### config.mk
export PLATFORM = sky130hd
export DESIGN_NAME = priority_tx_scheduler_airtime
export DESIGN_NICKNAME = d
export VERILOG_FILES = /design/src/design/ptsa_pkg.sv /design/src/design/priority_tx_scheduler_airtime.sv /design/src/design/ptsa_ctrl.sv /design/src/design/ptsa_dp.sv
export VERILOG_INCLUDE_DIRS = /design/src /design/src/design
export SDC_FILE = /design/constraint.sdc
export NUM_CORES = 2
export LEC_CHECK = 0
export BUFFER_PORTS_ARGS = -buffer_cell sky130_fd_sc_hd__buf_2
export CORE_ASPECT_RATIO = 0.5
export CORE_UTILIZATION = 62
export DETAILED_ROUTE_END_ITERATION = 8
export PLACE_DENSITY = 0.86
export SLEW_MARGIN = 20
export SYNTH_ARGS = -nofsm -noshare
export SYNTH_HDL_FRONTEND = slang
export SYNTH_SLANG_ARGS = --single-unit
### constraint.sdc
create_clock -name clk -period 9.9 [get_ports clk]
set_input_delay 0.495 -clock clk [delete_from_list [all_inputs] [get_ports clk]]
set_output_delay 0.495 -clock clk [all_outputs]
set_load 0.03 [all_outputs]
### src/design/assert_macros.svh
// ---------------------------------------------------------------------------
// Assertion macros
// Shared concurrent assertion helpers. They compile away in synthesis.
// ---------------------------------------------------------------------------
`ifndef ASSERT_MACROS_SVH
`define ASSERT_MACROS_SVH
`ifndef SYNTHESIS
`define PTSA_ASSERT(lbl, prop, msg) \
    lbl: assert property (@(posedge clk) disable iff (!rst_n) (prop)) else $error(msg);
`define PTSA_NEVER(lbl, cond, msg) \
    lbl: assert property (@(posedge clk) disable iff (!rst_n) !(cond)) else $error(msg);
`else
`define PTSA_ASSERT(lbl, prop, msg)
`define PTSA_NEVER(lbl, cond, msg)
`endif
`endif

### src/design/ptsa_pkg.sv
// ---------------------------------------------------------------------------
// ptsa_pkg
// Types and constants shared by the transmit scheduler modules.
// ---------------------------------------------------------------------------
package ptsa_pkg;

    localparam int QUEUE_SLOTS_DEF = 8;

    localparam int TIME_W     = 32;
    localparam int WIN_W      = 22;
    localparam int PCT_W      = 7;
    localparam int PRE_W      = 8;
    localparam int PB_W       = 6;
    localparam int AIR_W      = 14;
    localparam int TAG_W      = 8;
    localparam int LEN_W      = 8;
    localparam int DLY_W      = 16;
    localparam int PRIO_W     = 8;
    localparam int CFG_IDX_W  = 2;
    localparam int CFG_DATA_W = 22;
    localparam int PROD_W     = WIN_W + PCT_W;
    localparam int SUM_W      = TIME_W + 1;
    localparam int SUM100_W   = SUM_W + 7;

    localparam logic [PRIO_W-1:0] PRIO_NEVER = 8'd255;

    localparam logic OP_ENQ  = 1'b0;
    localparam logic OP_TICK = 1'b1;

    localparam logic [WIN_W-1:0] WINDOW_RST   = 22'd60000;
    localparam logic [PCT_W-1:0] BUDGET_RST   = 7'd10;
    localparam logic [PRE_W-1:0] PREAMBLE_RST = 8'd15;
    localparam logic [PB_W-1:0]  PER_BYTE_RST = 6'd6;

    typedef enum logic [CFG_IDX_W-1:0] {
        CFG_WINDOW   = 2'd0,
        CFG_BUDGET   = 2'd1,
        CFG_PREAMBLE = 2'd2,
        CFG_PER_BYTE = 2'd3
    } cfg_idx_t;

    typedef struct packed {
        logic enq;
        logic tick;
        logic scan_init;
        logic scan_step;
        logic air;
        logic sum;
        logic fin;
        logic res_clear;
        logic load_out;
    } ptsa_cmd_t;

    typedef struct packed {
        logic silent;
        logic scan_done;
        logic best_found;
    } ptsa_status_t;

    typedef struct packed {
        logic [TAG_W-1:0]  tag;
        logic [LEN_W-1:0]  len;
        logic [TIME_W-1:0] release_ms;
        logic [PRIO_W-1:0] prio;
    } ptsa_slot_t;

endpackage

### src/design/priority_tx_scheduler_airtime.sv
// ---------------------------------------------------------------------------
// priority_tx_scheduler_airtime
// Priority transmit scheduler with silence gap and windowed airtime budget.
// ---------------------------------------------------------------------------
// The input channel (in_valid/in_ready) carries one item: an enqueue (op 0)
// or a one millisecond tick with a scheduling pass (op 1). Every item gives
// exactly one result item on the output channel (out_valid/out_ready).
// The configuration channel (cfg_valid/cfg_ready, cfg_index, cfg_data) is
// always ready; the user must write it only while the block is idle, which
// the block itself does not enforce. One item is worked on at a time. An
// enqueue goes straight to the done state. A tick first checks the silence
// gap and ends there inside it; otherwise it scans the slot memory, one slot
// per cycle on its single read port, and ends there if no ready packet is
// found, else it passes the airtime, sum and finish states. The next item can
// be accepted in the cycle after the result is handed to the output register,
// so results may wait while the next item runs. When the receiver stalls, the
// result stays in the output register and the following result is held until
// that one is taken.
// Reset empties the queue, clears the time and airtime state and loads the
// default configuration; no clearing pass is needed.
// ---------------------------------------------------------------------------
module priority_tx_scheduler_airtime #(
    parameter int QUEUE_SLOTS = ptsa_pkg::QUEUE_SLOTS_DEF
) (
    input  logic                            clk,
    input  logic                            rst_n,
    input  logic                            in_valid,
    output logic                            in_ready,
    input  logic                            op,
    input  logic [ptsa_pkg::TAG_W-1:0]      packet_tag,
    input  logic [ptsa_pkg::LEN_W-1:0]      pkt_bytes,
    input  logic [ptsa_pkg::DLY_W-1:0]      wait_ms,
    input  logic [ptsa_pkg::PRIO_W-1:0]     prio,
    output logic                            out_valid,
    input  logic                            out_ready,
    output logic                            accepted,
    output logic                            tx_valid,
    output logic [ptsa_pkg::TAG_W-1:0]      tx_tag,
    output logic [ptsa_pkg::LEN_W-1:0]      tx_len,
    output logic [ptsa_pkg::AIR_W-1:0]      tx_airtime,
    output logic                            budget_blocked,
    input  logic                            cfg_valid,
    output logic                            cfg_ready,
    input  logic [ptsa_pkg::CFG_IDX_W-1:0]  cfg_index,
    input  logic [ptsa_pkg::CFG_DATA_W-1:0] cfg_data
);

    ptsa_pkg::ptsa_cmd_t    cmd;
    ptsa_pkg::ptsa_status_t st;

    ptsa_ctrl u_ctrl (
        .clk       (clk),
        .rst_n     (rst_n),
        .in_valid  (in_valid),
        .in_ready  (in_ready),
        .in_op     (op),
        .out_valid (out_valid),
        .out_ready (out_ready),
        .st        (st),
        .cmd       (cmd)
    );

    ptsa_dp #(
        .QUEUE_SLOTS (QUEUE_SLOTS)
    ) u_dp (
        .clk            (clk),
        .rst_n          (rst_n),
        .cfg_valid      (cfg_valid),
        .cfg_ready      (cfg_ready),
        .cfg_index      (cfg_index),
        .cfg_data       (cfg_data),
        .packet_tag     (packet_tag),
        .pkt_bytes      (pkt_bytes),
        .wait_ms        (wait_ms),
        .prio           (prio),
        .cmd            (cmd),
        .st             (st),
        .accepted       (accepted),
        .tx_valid       (tx_valid),
        .tx_tag         (tx_tag),
        .tx_len         (tx_len),
        .tx_airtime     (tx_airtime),
        .budget_blocked (budget_blocked)
    );

endmodule

### src/design/ptsa_ctrl.sv
// ---------------------------------------------------------------------------
// ptsa_ctrl
// Sequencer for enqueue and tick items; owns the input and output handshakes.
// ---------------------------------------------------------------------------
`include "assert_macros.svh"

module ptsa_ctrl (
    input  logic                    clk,
    input  logic                    rst_n,
    input  logic                    in_valid,
    output logic                    in_ready,
    input  logic                    in_op,
    output logic                    out_valid,
    input  logic                    out_ready,
    input  ptsa_pkg::ptsa_status_t  st,
    output ptsa_pkg::ptsa_cmd_t     cmd
);

    typedef enum logic [6:0] {
        S_IDLE = 7'b0000001,
        S_GAP  = 7'b0000010,
        S_SCAN = 7'b0000100,
        S_AIR  = 7'b0001000,
        S_SUM  = 7'b0010000,
        S_FIN  = 7'b0100000,
        S_DONE = 7'b1000000
    } state_t;

    state_t state_reg;
    state_t state_next;
    logic   out_valid_reg;
    logic   out_valid_next;

    always_comb
    begin
        state_next     = state_reg;
        cmd            = '0;
        out_valid_next = out_valid_reg;
        if (out_valid_reg && out_ready)
        begin
            out_valid_next = 1'b0;
        end
        unique case (state_reg)
            S_IDLE:
            begin
                if (in_valid)
                begin
                    if (in_op == ptsa_pkg::OP_TICK)
                    begin
                        cmd.tick   = 1'b1;
                        state_next = S_GAP;
                    end
                    else
                    begin
                        cmd.enq    = 1'b1;
                        state_next = S_DONE;
                    end
                end
            end
            S_GAP:
            begin
                if (st.silent)
                begin
                    cmd.res_clear = 1'b1;
                    state_next    = S_DONE;
                end
                else
                begin
                    cmd.scan_init = 1'b1;
                    state_next    = S_SCAN;
                end
            end
            S_SCAN:
            begin
                if (!st.scan_done)
                begin
                    cmd.scan_step = 1'b1;
                end
                else if (st.best_found)
                begin
                    state_next = S_AIR;
                end
                else
                begin
                    cmd.res_clear = 1'b1;
                    state_next    = S_DONE;
                end
            end
            S_AIR:
            begin
                cmd.air    = 1'b1;
                state_next = S_SUM;
            end
            S_SUM:
            begin
                cmd.sum    = 1'b1;
                state_next = S_FIN;
            end
            S_FIN:
            begin
                cmd.fin    = 1'b1;
                state_next = S_DONE;
            end
            S_DONE:
            begin
                if (!out_valid_reg || out_ready)
                begin
                    cmd.load_out   = 1'b1;
                    out_valid_next = 1'b1;
                    state_next     = S_IDLE;
                end
            end
            default:
            begin
                state_next = S_IDLE;
            end
        endcase
    end

    always_ff @(posedge clk or negedge rst_n)
    begin
        if (!rst_n)
        begin
            state_reg     <= S_IDLE;
            out_valid_reg <= 1'b0;
        end
        else
        begin
            state_reg     <= state_next;
            out_valid_reg <= out_valid_next;
        end
    end

    assign in_ready  = (state_reg == S_IDLE);
    assign out_valid = out_valid_reg;

    `PTSA_ASSERT(a_cmd_onehot, $onehot0(cmd), "more than one datapath command at once")
    `PTSA_ASSERT(a_one_item, (in_valid && in_ready) |=> !in_ready, "second item taken while busy")
    `PTSA_ASSERT(a_load_valid, cmd.load_out |=> out_valid_reg, "result loaded but not presented")

endmodule

### src/design/ptsa_dp.sv
// ---------------------------------------------------------------------------
// ptsa_dp
// Slot store, time and airtime registers, slot scan and budget arithmetic.
// ---------------------------------------------------------------------------
`include "assert_macros.svh"

module ptsa_dp #(
    parameter int QUEUE_SLOTS = ptsa_pkg::QUEUE_SLOTS_DEF
) (
    input  logic                                clk,
    input  logic                                rst_n,
    input  logic                                cfg_valid,
    output logic                                cfg_ready,
    input  logic [ptsa_pkg::CFG_IDX_W-1:0]      cfg_index,
    input  logic [ptsa_pkg::CFG_DATA_W-1:0]     cfg_data,
    input  logic [ptsa_pkg::TAG_W-1:0]          packet_tag,
    input  logic [ptsa_pkg::LEN_W-1:0]          pkt_bytes,
    input  logic [ptsa_pkg::DLY_W-1:0]          wait_ms,
    input  logic [ptsa_pkg::PRIO_W-1:0]         prio,
    input  ptsa_pkg::ptsa_cmd_t                 cmd,
    output ptsa_pkg::ptsa_status_t              st,
    output logic                                accepted,
    output logic                                tx_valid,
    output logic [ptsa_pkg::TAG_W-1:0]          tx_tag,
    output logic [ptsa_pkg::LEN_W-1:0]          tx_len,
    output logic [ptsa_pkg::AIR_W-1:0]          tx_airtime,
    output logic                                budget_blocked
);

    localparam int IDX_W = (QUEUE_SLOTS > 1) ? $clog2(QUEUE_SLOTS) : 1;
    localparam int CNT_W = $clog2(QUEUE_SLOTS + 1);
    localparam logic [CNT_W-1:0] CNT_END = CNT_W'(QUEUE_SLOTS);

    logic [ptsa_pkg::WIN_W-1:0]    win_reg;
    logic [ptsa_pkg::PCT_W-1:0]    pct_reg;
    logic [ptsa_pkg::PRE_W-1:0]    pre_reg;
    logic [ptsa_pkg::PB_W-1:0]     pb_reg;

    logic [QUEUE_SLOTS-1:0]        slot_valid_reg;
    ptsa_pkg::ptsa_slot_t          slot_mem [QUEUE_SLOTS];

    logic [ptsa_pkg::TIME_W-1:0]   now_reg;
    logic [ptsa_pkg::TIME_W-1:0]   win_start_reg;
    logic [ptsa_pkg::TIME_W-1:0]   used_reg;
    logic [ptsa_pkg::AIR_W-1:0]    last_air_reg;
    logic [ptsa_pkg::TIME_W-1:0]   last_tx_reg;

    logic [CNT_W-1:0]              cnt_reg;
    logic                          q_vld_reg;
    logic [IDX_W-1:0]              q_idx_reg;
    ptsa_pkg::ptsa_slot_t          q_reg;
    logic                          best_found_reg;
    logic [ptsa_pkg::PRIO_W-1:0]   best_prio_reg;
    logic [IDX_W-1:0]              best_idx_reg;
    logic [ptsa_pkg::TAG_W-1:0]    best_tag_reg;
    logic [ptsa_pkg::LEN_W-1:0]    best_len_reg;

    logic [ptsa_pkg::PROD_W-1:0]   prod_reg;
    logic [ptsa_pkg::AIR_W-1:0]    air_reg;
    logic [ptsa_pkg::SUM100_W-1:0] sum100_reg;

    logic                          res_accepted_reg;
    logic                          res_tx_valid_reg;
    logic [ptsa_pkg::TAG_W-1:0]    res_tag_reg;
    logic [ptsa_pkg::LEN_W-1:0]    res_len_reg;
    logic [ptsa_pkg::AIR_W-1:0]    res_air_reg;
    logic                          res_blocked_reg;

    logic                          out_accepted_reg;
    logic                          out_tx_valid_reg;
    logic [ptsa_pkg::TAG_W-1:0]    out_tag_reg;
    logic [ptsa_pkg::LEN_W-1:0]    out_len_reg;
    logic [ptsa_pkg::AIR_W-1:0]    out_air_reg;
    logic                          out_blocked_reg;

    logic                          free_any;
    logic [IDX_W-1:0]              free_idx;
    logic                          q_hit;
    logic                          over;
    logic [ptsa_pkg::AIR_W:0]      silence;
    logic [ptsa_pkg::AIR_W-1:0]    air_calc;
    logic [ptsa_pkg::SUM_W-1:0]    sum;
    logic                          rollover;

    always_comb
    begin
        free_any = 1'b0;
        free_idx = '0;
        for (int i = QUEUE_SLOTS - 1; i >= 0; i--)
        begin
            if (!slot_valid_reg[i])
            begin
                free_any = 1'b1;
                free_idx = IDX_W'(i);
            end
        end
    end

    assign silence = {last_air_reg, 1'b0};
    assign st.silent = (last_air_reg != '0)
                    && ((now_reg - last_tx_reg) < ptsa_pkg::TIME_W'(silence));
    assign st.scan_done  = (cnt_reg == CNT_END) && !q_vld_reg;
    assign st.best_found = best_found_reg;

    assign q_hit = q_vld_reg && slot_valid_reg[q_idx_reg]
                && (now_reg >= q_reg.release_ms) && (q_reg.prio < best_prio_reg);

    assign air_calc = ptsa_pkg::AIR_W'(best_len_reg) * ptsa_pkg::AIR_W'(pb_reg)
                    + ptsa_pkg::AIR_W'(pre_reg);
    assign rollover = (now_reg - win_start_reg) >= ptsa_pkg::TIME_W'(win_reg);
    assign sum = ptsa_pkg::SUM_W'(used_reg) + ptsa_pkg::SUM_W'(air_reg);
    assign over = sum100_reg > ptsa_pkg::SUM100_W'(prod_reg);

    assign cfg_ready = 1'b1;

    always_ff @(posedge clk)
    begin
        if (cmd.enq && free_any)
        begin
            slot_mem[free_idx] <= '{tag:        packet_tag,
                                    len:        pkt_bytes,
                                    release_ms: now_reg + ptsa_pkg::TIME_W'(wait_ms),
                                    prio:       prio};
        end
        if (cmd.scan_step && (cnt_reg != CNT_END))
        begin
            q_reg <= slot_mem[cnt_reg[IDX_W-1:0]];
        end
    end

    always_ff @(posedge clk or negedge rst_n)
    begin
        if (!rst_n)
        begin
            win_reg        <= ptsa_pkg::WINDOW_RST;
            pct_reg        <= ptsa_pkg::BUDGET_RST;
            pre_reg        <= ptsa_pkg::PREAMBLE_RST;
            pb_reg         <= ptsa_pkg::PER_BYTE_RST;
            slot_valid_reg <= '0;
            now_reg        <= '0;
            win_start_reg  <= '0;
            used_reg       <= '0;
            last_air_reg   <= '0;
            last_tx_reg    <= '0;
            cnt_reg        <= '0;
            q_vld_reg      <= 1'b0;
            best_found_reg <= 1'b0;
        end
        else
        begin
            if (cfg_valid && cfg_ready)
            begin
                unique case (ptsa_pkg::cfg_idx_t'(cfg_index))
                    ptsa_pkg::CFG_WINDOW:   win_reg <= cfg_data;
                    ptsa_pkg::CFG_BUDGET:   pct_reg <= cfg_data[ptsa_pkg::PCT_W-1:0];
                    ptsa_pkg::CFG_PREAMBLE: pre_reg <= cfg_data[ptsa_pkg::PRE_W-1:0];
                    ptsa_pkg::CFG_PER_BYTE: pb_reg  <= cfg_data[ptsa_pkg::PB_W-1:0];
                    default:                win_reg <= win_reg;
                endcase
            end
            if (cmd.enq && free_any)
            begin
                slot_valid_reg[free_idx] <= 1'b1;
            end
            if (cmd.tick)
            begin
                now_reg <= now_reg + ptsa_pkg::TIME_W'(1);
            end
            if (cmd.scan_init)
            begin
                cnt_reg        <= '0;
                q_vld_reg      <= 1'b0;
                best_found_reg <= 1'b0;
            end
            if (cmd.scan_step)
            begin
                if (cnt_reg != CNT_END)
                begin
                    cnt_reg   <= cnt_reg + CNT_W'(1);
                    q_vld_reg <= 1'b1;
                end
                else
                begin
                    q_vld_reg <= 1'b0;
                end
                if (q_hit)
                begin
                    best_found_reg <= 1'b1;
                end
            end
            if (cmd.air && rollover)
            begin
                win_start_reg <= now_reg;
                used_reg      <= '0;
            end
            if (cmd.fin && !over)
            begin
                used_reg                     <= used_reg + ptsa_pkg::TIME_W'(air_reg);
                last_air_reg                 <= air_reg;
                last_tx_reg                  <= now_reg;
                slot_valid_reg[best_idx_reg] <= 1'b0;
            end
        end
    end

    always_ff @(posedge clk)
    begin
        if (cmd.tick)
        begin
            prod_reg <= ptsa_pkg::PROD_W'(win_reg) * ptsa_pkg::PROD_W'(pct_reg);
        end
        if (cmd.scan_init)
        begin
            best_prio_reg <= ptsa_pkg::PRIO_NEVER;
        end
        if (cmd.scan_step)
        begin
            q_idx_reg <= cnt_reg[IDX_W-1:0];
            if (q_hit)
            begin
                best_prio_reg <= q_reg.prio;
                best_idx_reg  <= q_idx_reg;
                best_tag_reg  <= q_reg.tag;
                best_len_reg  <= q_reg.len;
            end
        end
        if (cmd.air)
        begin
            air_reg <= air_calc;
        end
        if (cmd.sum)
        begin
            sum100_reg <= ptsa_pkg::SUM100_W'({sum, 6'b0})
                        + ptsa_pkg::SUM100_W'({sum, 5'b0})
                        + ptsa_pkg::SUM100_W'({sum, 2'b0});
        end
        if (cmd.enq || cmd.res_clear || cmd.fin)
        begin
            res_accepted_reg <= cmd.enq && free_any;
            res_tx_valid_reg <= cmd.fin && !over;
            res_tag_reg      <= (cmd.fin && !over) ? best_tag_reg : '0;
            res_len_reg      <= (cmd.fin && !over) ? best_len_reg : '0;
            res_air_reg      <= (cmd.fin && !over) ? air_reg : '0;
            res_blocked_reg  <= cmd.fin && over;
        end
        if (cmd.load_out)
        begin
            out_accepted_reg <= res_accepted_reg;
            out_tx_valid_reg <= res_tx_valid_reg;
            out_tag_reg      <= res_tag_reg;
            out_len_reg      <= res_len_reg;
            out_air_reg      <= res_air_reg;
            out_blocked_reg  <= res_blocked_reg;
        end
    end

    assign accepted       = out_accepted_reg;
    assign tx_valid       = out_tx_valid_reg;
    assign tx_tag         = out_tag_reg;
    assign tx_len         = out_len_reg;
    assign tx_airtime     = out_air_reg;
    assign budget_blocked = out_blocked_reg;

    `PTSA_ASSERT(a_enq_fills, (cmd.enq && free_any) |=> ($countones(slot_valid_reg) == $past($countones(slot_valid_reg)) + 1), "enqueue did not occupy one slot")
    `PTSA_ASSERT(a_issue_frees, (cmd.fin && !over) |=> !slot_valid_reg[$past(best_idx_reg)], "issued slot still occupied")
    `PTSA_NEVER(a_res_mixed, cmd.load_out && res_accepted_reg && (res_tx_valid_reg || res_blocked_reg), "enqueue result carries transmit fields")

endmodule
# --- Word level (Yosys, flattened, before mapping) ---
# Memory sizes are Yosys's and may differ from the RTL's. A register that Yosys moved wholly into a read port is not among the register bits.
# Index checks and enable logic that the tools add are counted.
word_totals:
  n_memories: 1
  wordCells: 172
  ramBits: 448
  regBits: 386
  inputBits: 70
  output_inout_bits: 36
op_classes:
  n_addsub: 10
  n_mux: 67
  n_eq_ne: 15
  n_lt_le_gt_ge: 10
  multipliers: 2
  bitwise_logic: 3
  n_reduce_logical: 29
memory_table:
  columns: ["name", "depth", "width", "rd", "rd_clocked_by_memory_dff", "wr", "line_no", "text"]
  rows:
  - ["u_dp.slot_mem", 8, 56, 1, 1, 1, "ptsa_dp.sv:40", "ptsa_pkg::ptsa_slot_t slot_mem [QUEUE_SLOTS];"]
op_table:
  columns: ["op", "n"]
  rows:
  - ["two-way mux 32 bit", 2]
  - ["subtractor 32 bit", 2]
  - ["one-hot mux 7 bit (7 select lines)", 1]
  - ["two-way mux 7 bit", 6]
  - ["adder 39 x 38 -> 40 bit", 1]
  - ["adder 40 x 35 -> 40 bit", 1]
  - ["> comparator 40 x 29 -> 1 bit", 1]
  - ["two-way mux 8 bit", 5]
  - ["two-way mux 1 bit", 36]
  - ["adder 32 x 14 -> 33 bit", 1]
  - ["adder 32 x 1 -> 32 bit, second input constant", 1]
  - ["adder 32 x 14 -> 32 bit", 1]
  - ["adder 32 x 16 -> 32 bit", 1]
  - ["greater-or-equal comparator 32 x 22 -> 1 bit", 1]
  - ["greater-or-equal comparator 32 bit", 1]
  - ["< comparator 32 x 15 -> 1 bit", 1]
  - ["multiplier 22 x 7 -> 29 bit", 1]
  - ["two-way mux 3 bit", 8]
  - ["adder 14 x 8 -> 14 bit", 1]
  - ["multiplier 8 x 6 -> 14 bit", 1]
  - ["nonzero test 14 bit", 1]
  - ["logical AND 1 bit", 13]
  - ["< comparator 3 x 4 -> 1 bit, second input constant", 3]
  - ["two-way mux 4 bit", 3]
  - ["29 further kinds", 43]

# --- Logic depth before layout (Yosys ltp) ---
depth:
  depth_word: 16
  ltp_mapped: 26
  depth_no_buf: 26

# --- Cells and area by module ---
# From an unflattened synthesis, not the netlist that was laid out.
unflattened:
  hier_cells: 3870
  hier_area_um2: 48953.2
modules_own_cells:
  columns: ["module", "area_each_um2", "seq_area_each_um2", "instances", "cells_each"]
  rows:
  - ["ptsa_dp", 48440.2, 25368.1, 1, 3811]
  - ["ptsa_ctrl", 513.0, 201.4, 1, 59]

# --- Least setup slack after synthesis ---
# Ideal clock, no wire load.
synth_timing:
  path_type: "register -> register"
  start: "reg u_ctrl.state_reg[1]"
  end: "mem u_dp.slot_mem[3][0] (netlist bit), enable pin"
  path_stages_with_launch: 7
  arrival_time_ns: 7.404
  t_required_ns: 9.269
  path_buffers: 1
  slack_ns: 1.865
  setup_ns: 0.631
  period_less_slack_ns: 8.035
  cell_sequence: "dfrtp_1 > nor3_2 > and4b_1 > clkbuf_2 > nand2_1 > or2_2 > nor4b_1"
synth_between:
  elab_chain_cells: 5
synth_rtl:
  columns: ["element", "line_no", "text"]
  rows:
  - ["start, declared", "ptsa_ctrl.sv:29", "state_t state_reg;"]
  - ["start signal, assigned", "ptsa_ctrl.sv:129", "state_reg <= state_next;"]
  - ["== test 7 x 1 -> 1 bit", null, null]
  - ["named net in_ready", "priority_tx_scheduler_airtime.sv:28", "output logic in_ready,"]
  - ["two-way mux 2 bit", "ptsa_ctrl.sv:43", "unique case (state_reg)"]
  - ["logical AND 1 bit", "ptsa_dp.sv:118", "if (cmd.enq && free_any)"]
  - ["two-way mux 1 bit", "ptsa_dp.sv:118", null]
  - ["two-way mux 1 bit (not written as such)", "ptsa_dp.sv:120", "slot_mem[free_idx] <= '{tag: packet_tag,"]
  - ["end, declared", "ptsa_dp.sv:40", null]
# The timed path passes the listed nets, and every way through them passes these cells.

# --- Final worst setup path ---
layout_timing:
  start: "reg u_dp.air_reg[0] (netlist bit)"
  end: "reg u_dp.sum100_reg[39] (netlist bit), data pin"
layout_between:
  elab_chain_cells: 3
layout_rtl:
  columns: ["element", "line_no", "text"]
  rows:
  - ["start, declared", "ptsa_dp.sv:59", "logic [ptsa_pkg::AIR_W-1:0] air_reg;"]
  - ["start signal, assigned", "ptsa_dp.sv:229", "air_reg <= air_calc;"]
  - ["adder 32 x 14 -> 33 bit *", "ptsa_dp.sv:111", "assign sum = ptsa_pkg::SUM_W'(used_reg) + ptsa_pkg::SUM_W'(air_reg);"]
  - ["adder 39 x 38 -> 40 bit", "ptsa_dp.sv:234", "+ ptsa_pkg::SUM100_W'({sum, 5'b0})"]
  - ["adder 40 x 35 -> 40 bit *", "ptsa_dp.sv:235", "+ ptsa_pkg::SUM100_W'({sum, 2'b0});"]
  - ["end signal, assigned", "ptsa_dp.sv:233", "sum100_reg <= ptsa_pkg::SUM100_W'({sum, 6'b0})"]
  - ["end, declared", "ptsa_dp.sv:60", "logic [ptsa_pkg::SUM100_W-1:0] sum100_reg;"]
# Every way passes the cells marked *; elsewhere a longest branch is shown, timed or not.
# A chain may end at the register's enable or synchronous reset.

==> results.ini <==
[setup_path]
required_ns=10.32
arrival_ns=7.14
worstSetupPathType=reg2reg
worst_path_most_repeated_cell=o21ai_0
r2r_slack_ns=3.18
worst-path-buf-inv=1
r2r-start=u_dp.air_reg[0]
worstPathMaxFanout=7
rr_worst_depth=24
cp_cell_sequence=ha_1, fa_1, a211oi_1, nor2_1, o41ai_1, o21ai_0, o21ai_0, o21ai_1, and3_1, and3_1, xnor2_1, inv_1, fa_1, ha_1, a21oi_1, o21ai_0, a21oi_1, o21ai_0, a21oi_1, nor2_1, o41a_1, a21oi_1, o21ai_0, a31o_2
critPathTopFamily=compound AO/OA/AOI/OAI gates
startpoint=u_dp.air_reg[0]
worst-path-stages=24
worstSetupStartpointType=flop
max_stage_delay_ns=0.45
crit_slowest_cell=fa_1
end_kind=flop

[cells_and_area]
nets=4519
synthToLayoutAreaGrowth_pct=9.11
layout-drive-gt1-share_pct=13.8
largest_reg_flops=448

[timing]
min_period_ns=6.72
finalMaxSlewViolations=0
slew_headroom_pct=25.3
finalHoldViolations=0
rsz0062_at_grt=no
period_share_pct=67.9
skew_ns=0.0463
tightest_slew_ns=1.12
timing.hold.ws_ns=0.0359
setup_violations=0
setup_tns_ns=0
fmax_ghz=0.149

[drt]
ant_nets=0
detail_route.wl_per_cell_um=23.2
routed_wl_mm=118
vias=32120
drt-initial-drc-count=3364
dr.pass1.iters=9
drc=0
vias_per_cell=6.32

[logic_synthesis]
synthFlopType=edfxtp_1
syn-num-nets=4405
netlist_instances=3861
syn-cell-area_um2=49200
synth_top_area_share_pct=41.1
synth.distinct_cells=87
syn_area_per_cell_um2=12.7
synthTopCellsByArea=edfxtp_1 41%, dfrtp_1 9.7%, ha_1 8.1%
ys_ff_latch=888
synth-async-reset-ratio_pct=23.3
yosys_warnings=0
yosysTopAreaCell=edfxtp_1
ys_seq_area_share_pct=52.0
synth_edf_count=673

[grt]
grt_pass1_wl_mm=183
grt_overflow=0
antenna_found_initial=7
grt_pass1_vias=32812
grt_max_degree=86
grt_usage_pct=29.4

[cts]
cts.htree.levels=3
cts_tree=yes
clock_latency_ns=0.70
cts_sinks=888
clk_pin_slew_worst_paths_ns=0.07
clockBufferDepth=3
clockRootBuffer=clkbuf_16
cts_buffers=78
ctsResizeCount=0

[die]
initial_core_util_pct=63.1
die_h_um=201
coreArea_um2=77900
dieArea_um2=80500
rows=72
ios=106
fp.dieW_um=400

[power_and_ir_drop]
irDropWorstVdd_uv=239
p_leak_nw=22.5
p_per_area_nw_per_um2=240

[min_path]
hold_class=in2reg
whs_path_depth=3
min_from=cfg_data[18]

[status]
status=completed

[run]
maxCapViolations=0

[placement]
gp_congestion=0.952
hpwl_mm=76.1
port_buffers=104

## tightest hold or removal path, cell delays in order
cell and delay, ns:
buf_2 0.08, nand2_1 0.04, o21ai_0 0.06
## cells by family after synthesis
logic type               Yosys count  synth area share, %
AND/OR/NAND/NOR                  924                 9.46
flip-flops                       888                 52.0
AO/OA/AOI/OAI                    620                 8.19
buffers and inverters            507                 3.98
adder cells (fa/ha/maj)          474                 14.4
multiplexers                     238                 8.22
XOR/XNOR                         209                 3.74
other                              1              0.00762
## layout make-up
type                            count  area [µm²]
Inverter                          396        1490
Tap cell                         1036        1300
Fill cell                        4925       24200
Clock buffer                      103        2140
Timing Repair Buffer              145         846
Clock inverter                     41         528
Antenna cell                        4        10.0
Multi-Input combinational cell   2466       21800
Sequential cell                   888       25600
## cell usage after synthesis (16+ instances only)
library cell,count
edfxtp_1,673
inv_1,395
ha_1,318
nand2_1,269
dfrtp_1,191
o21ai_0,158
a21oi_1,157
nor2_1,157
fa_1,156
and2_1,141
xnor2_1,139
mux4_2,114
a21o_1,93
clkbuf_1,85
mux2_2,83
nand3_1,69
xor2_1,69
and3_1,63
nand4_1,48
nor3_1,43
nand2b_1,36
nor2b_1,35
o21a_1,28
mux2_4,26
o21bai_1,24
a211oi_1,18
a31oi_1,17
dfstp_2,16
## power by group
part	switching, mW	internal [mW]
logic	2.68	2.17
clock network	1.46	1.74
registers	0.284	4.54
## layer usage
layer,global-route usage [%],share of wire [%]
met2,50.3,50
met3,5.80,8.4
met1,37.2,38
met4,11.5,3.9
met5,0,0
## metrics by stage
step	area (µm²)	power, mW	instances	util [%]	worst slack [ns]
finish	53700	12.9	5079	68.9	3.18
global route	53700	13.6	5079	68.9	2.72
CTS	53700	12.9	5075	68.9	3.26
detailed placement	51000	9.65	4929	65.4	3.28
global placement	51000	9.39	4929	65.4	3.38
floorplan	49200	8.50	3861	-	1.87
## cell usage in the layout (no fill, tap or decap), types with 24 or more instances in the layout
cell / count
and3_1: 61
fa_1: 156
edfxtp_1: 673
and2_1: 141
xor2_1: 69
nor3_1: 43
nand2b_1: 36
nand3_1: 69
o21bai_1: 24
mux2_4: 26
inv_1: 395
nor2_1: 152
ha_1: 318
o21ai_0: 158
a21o_1: 93
buf_2: 103
clkbuf_16: 79
nor2b_1: 35
dfrtp_1: 188
o21a_1: 28
nand4_1: 48
xnor2_1: 139
mux4_2: 114
mux2_2: 83
a21oi_1: 154
nand2_1: 268
buf_4: 38
## path summary, 6_finish.rpt
path                                             to
worst max-delay path            u_dp.sum100_reg[39]
worst min-delay path               u_dp.win_reg[18]
worst max register to register  u_dp.sum100_reg[39]
worst min register to register       u_dp.tx_tag[2]
max in group asynchronous          u_dp.win_reg[17]
min in group asynchronous            u_dp.pb_reg[3]
## what timing repair did
item	in CTS	in global routing
endpoints found under the hold margin	50	0
hold buffers	2	0
endpoints found under the setup margin	0	0
buffers inserted	0	0
Power figures use the tool's default switching activity.
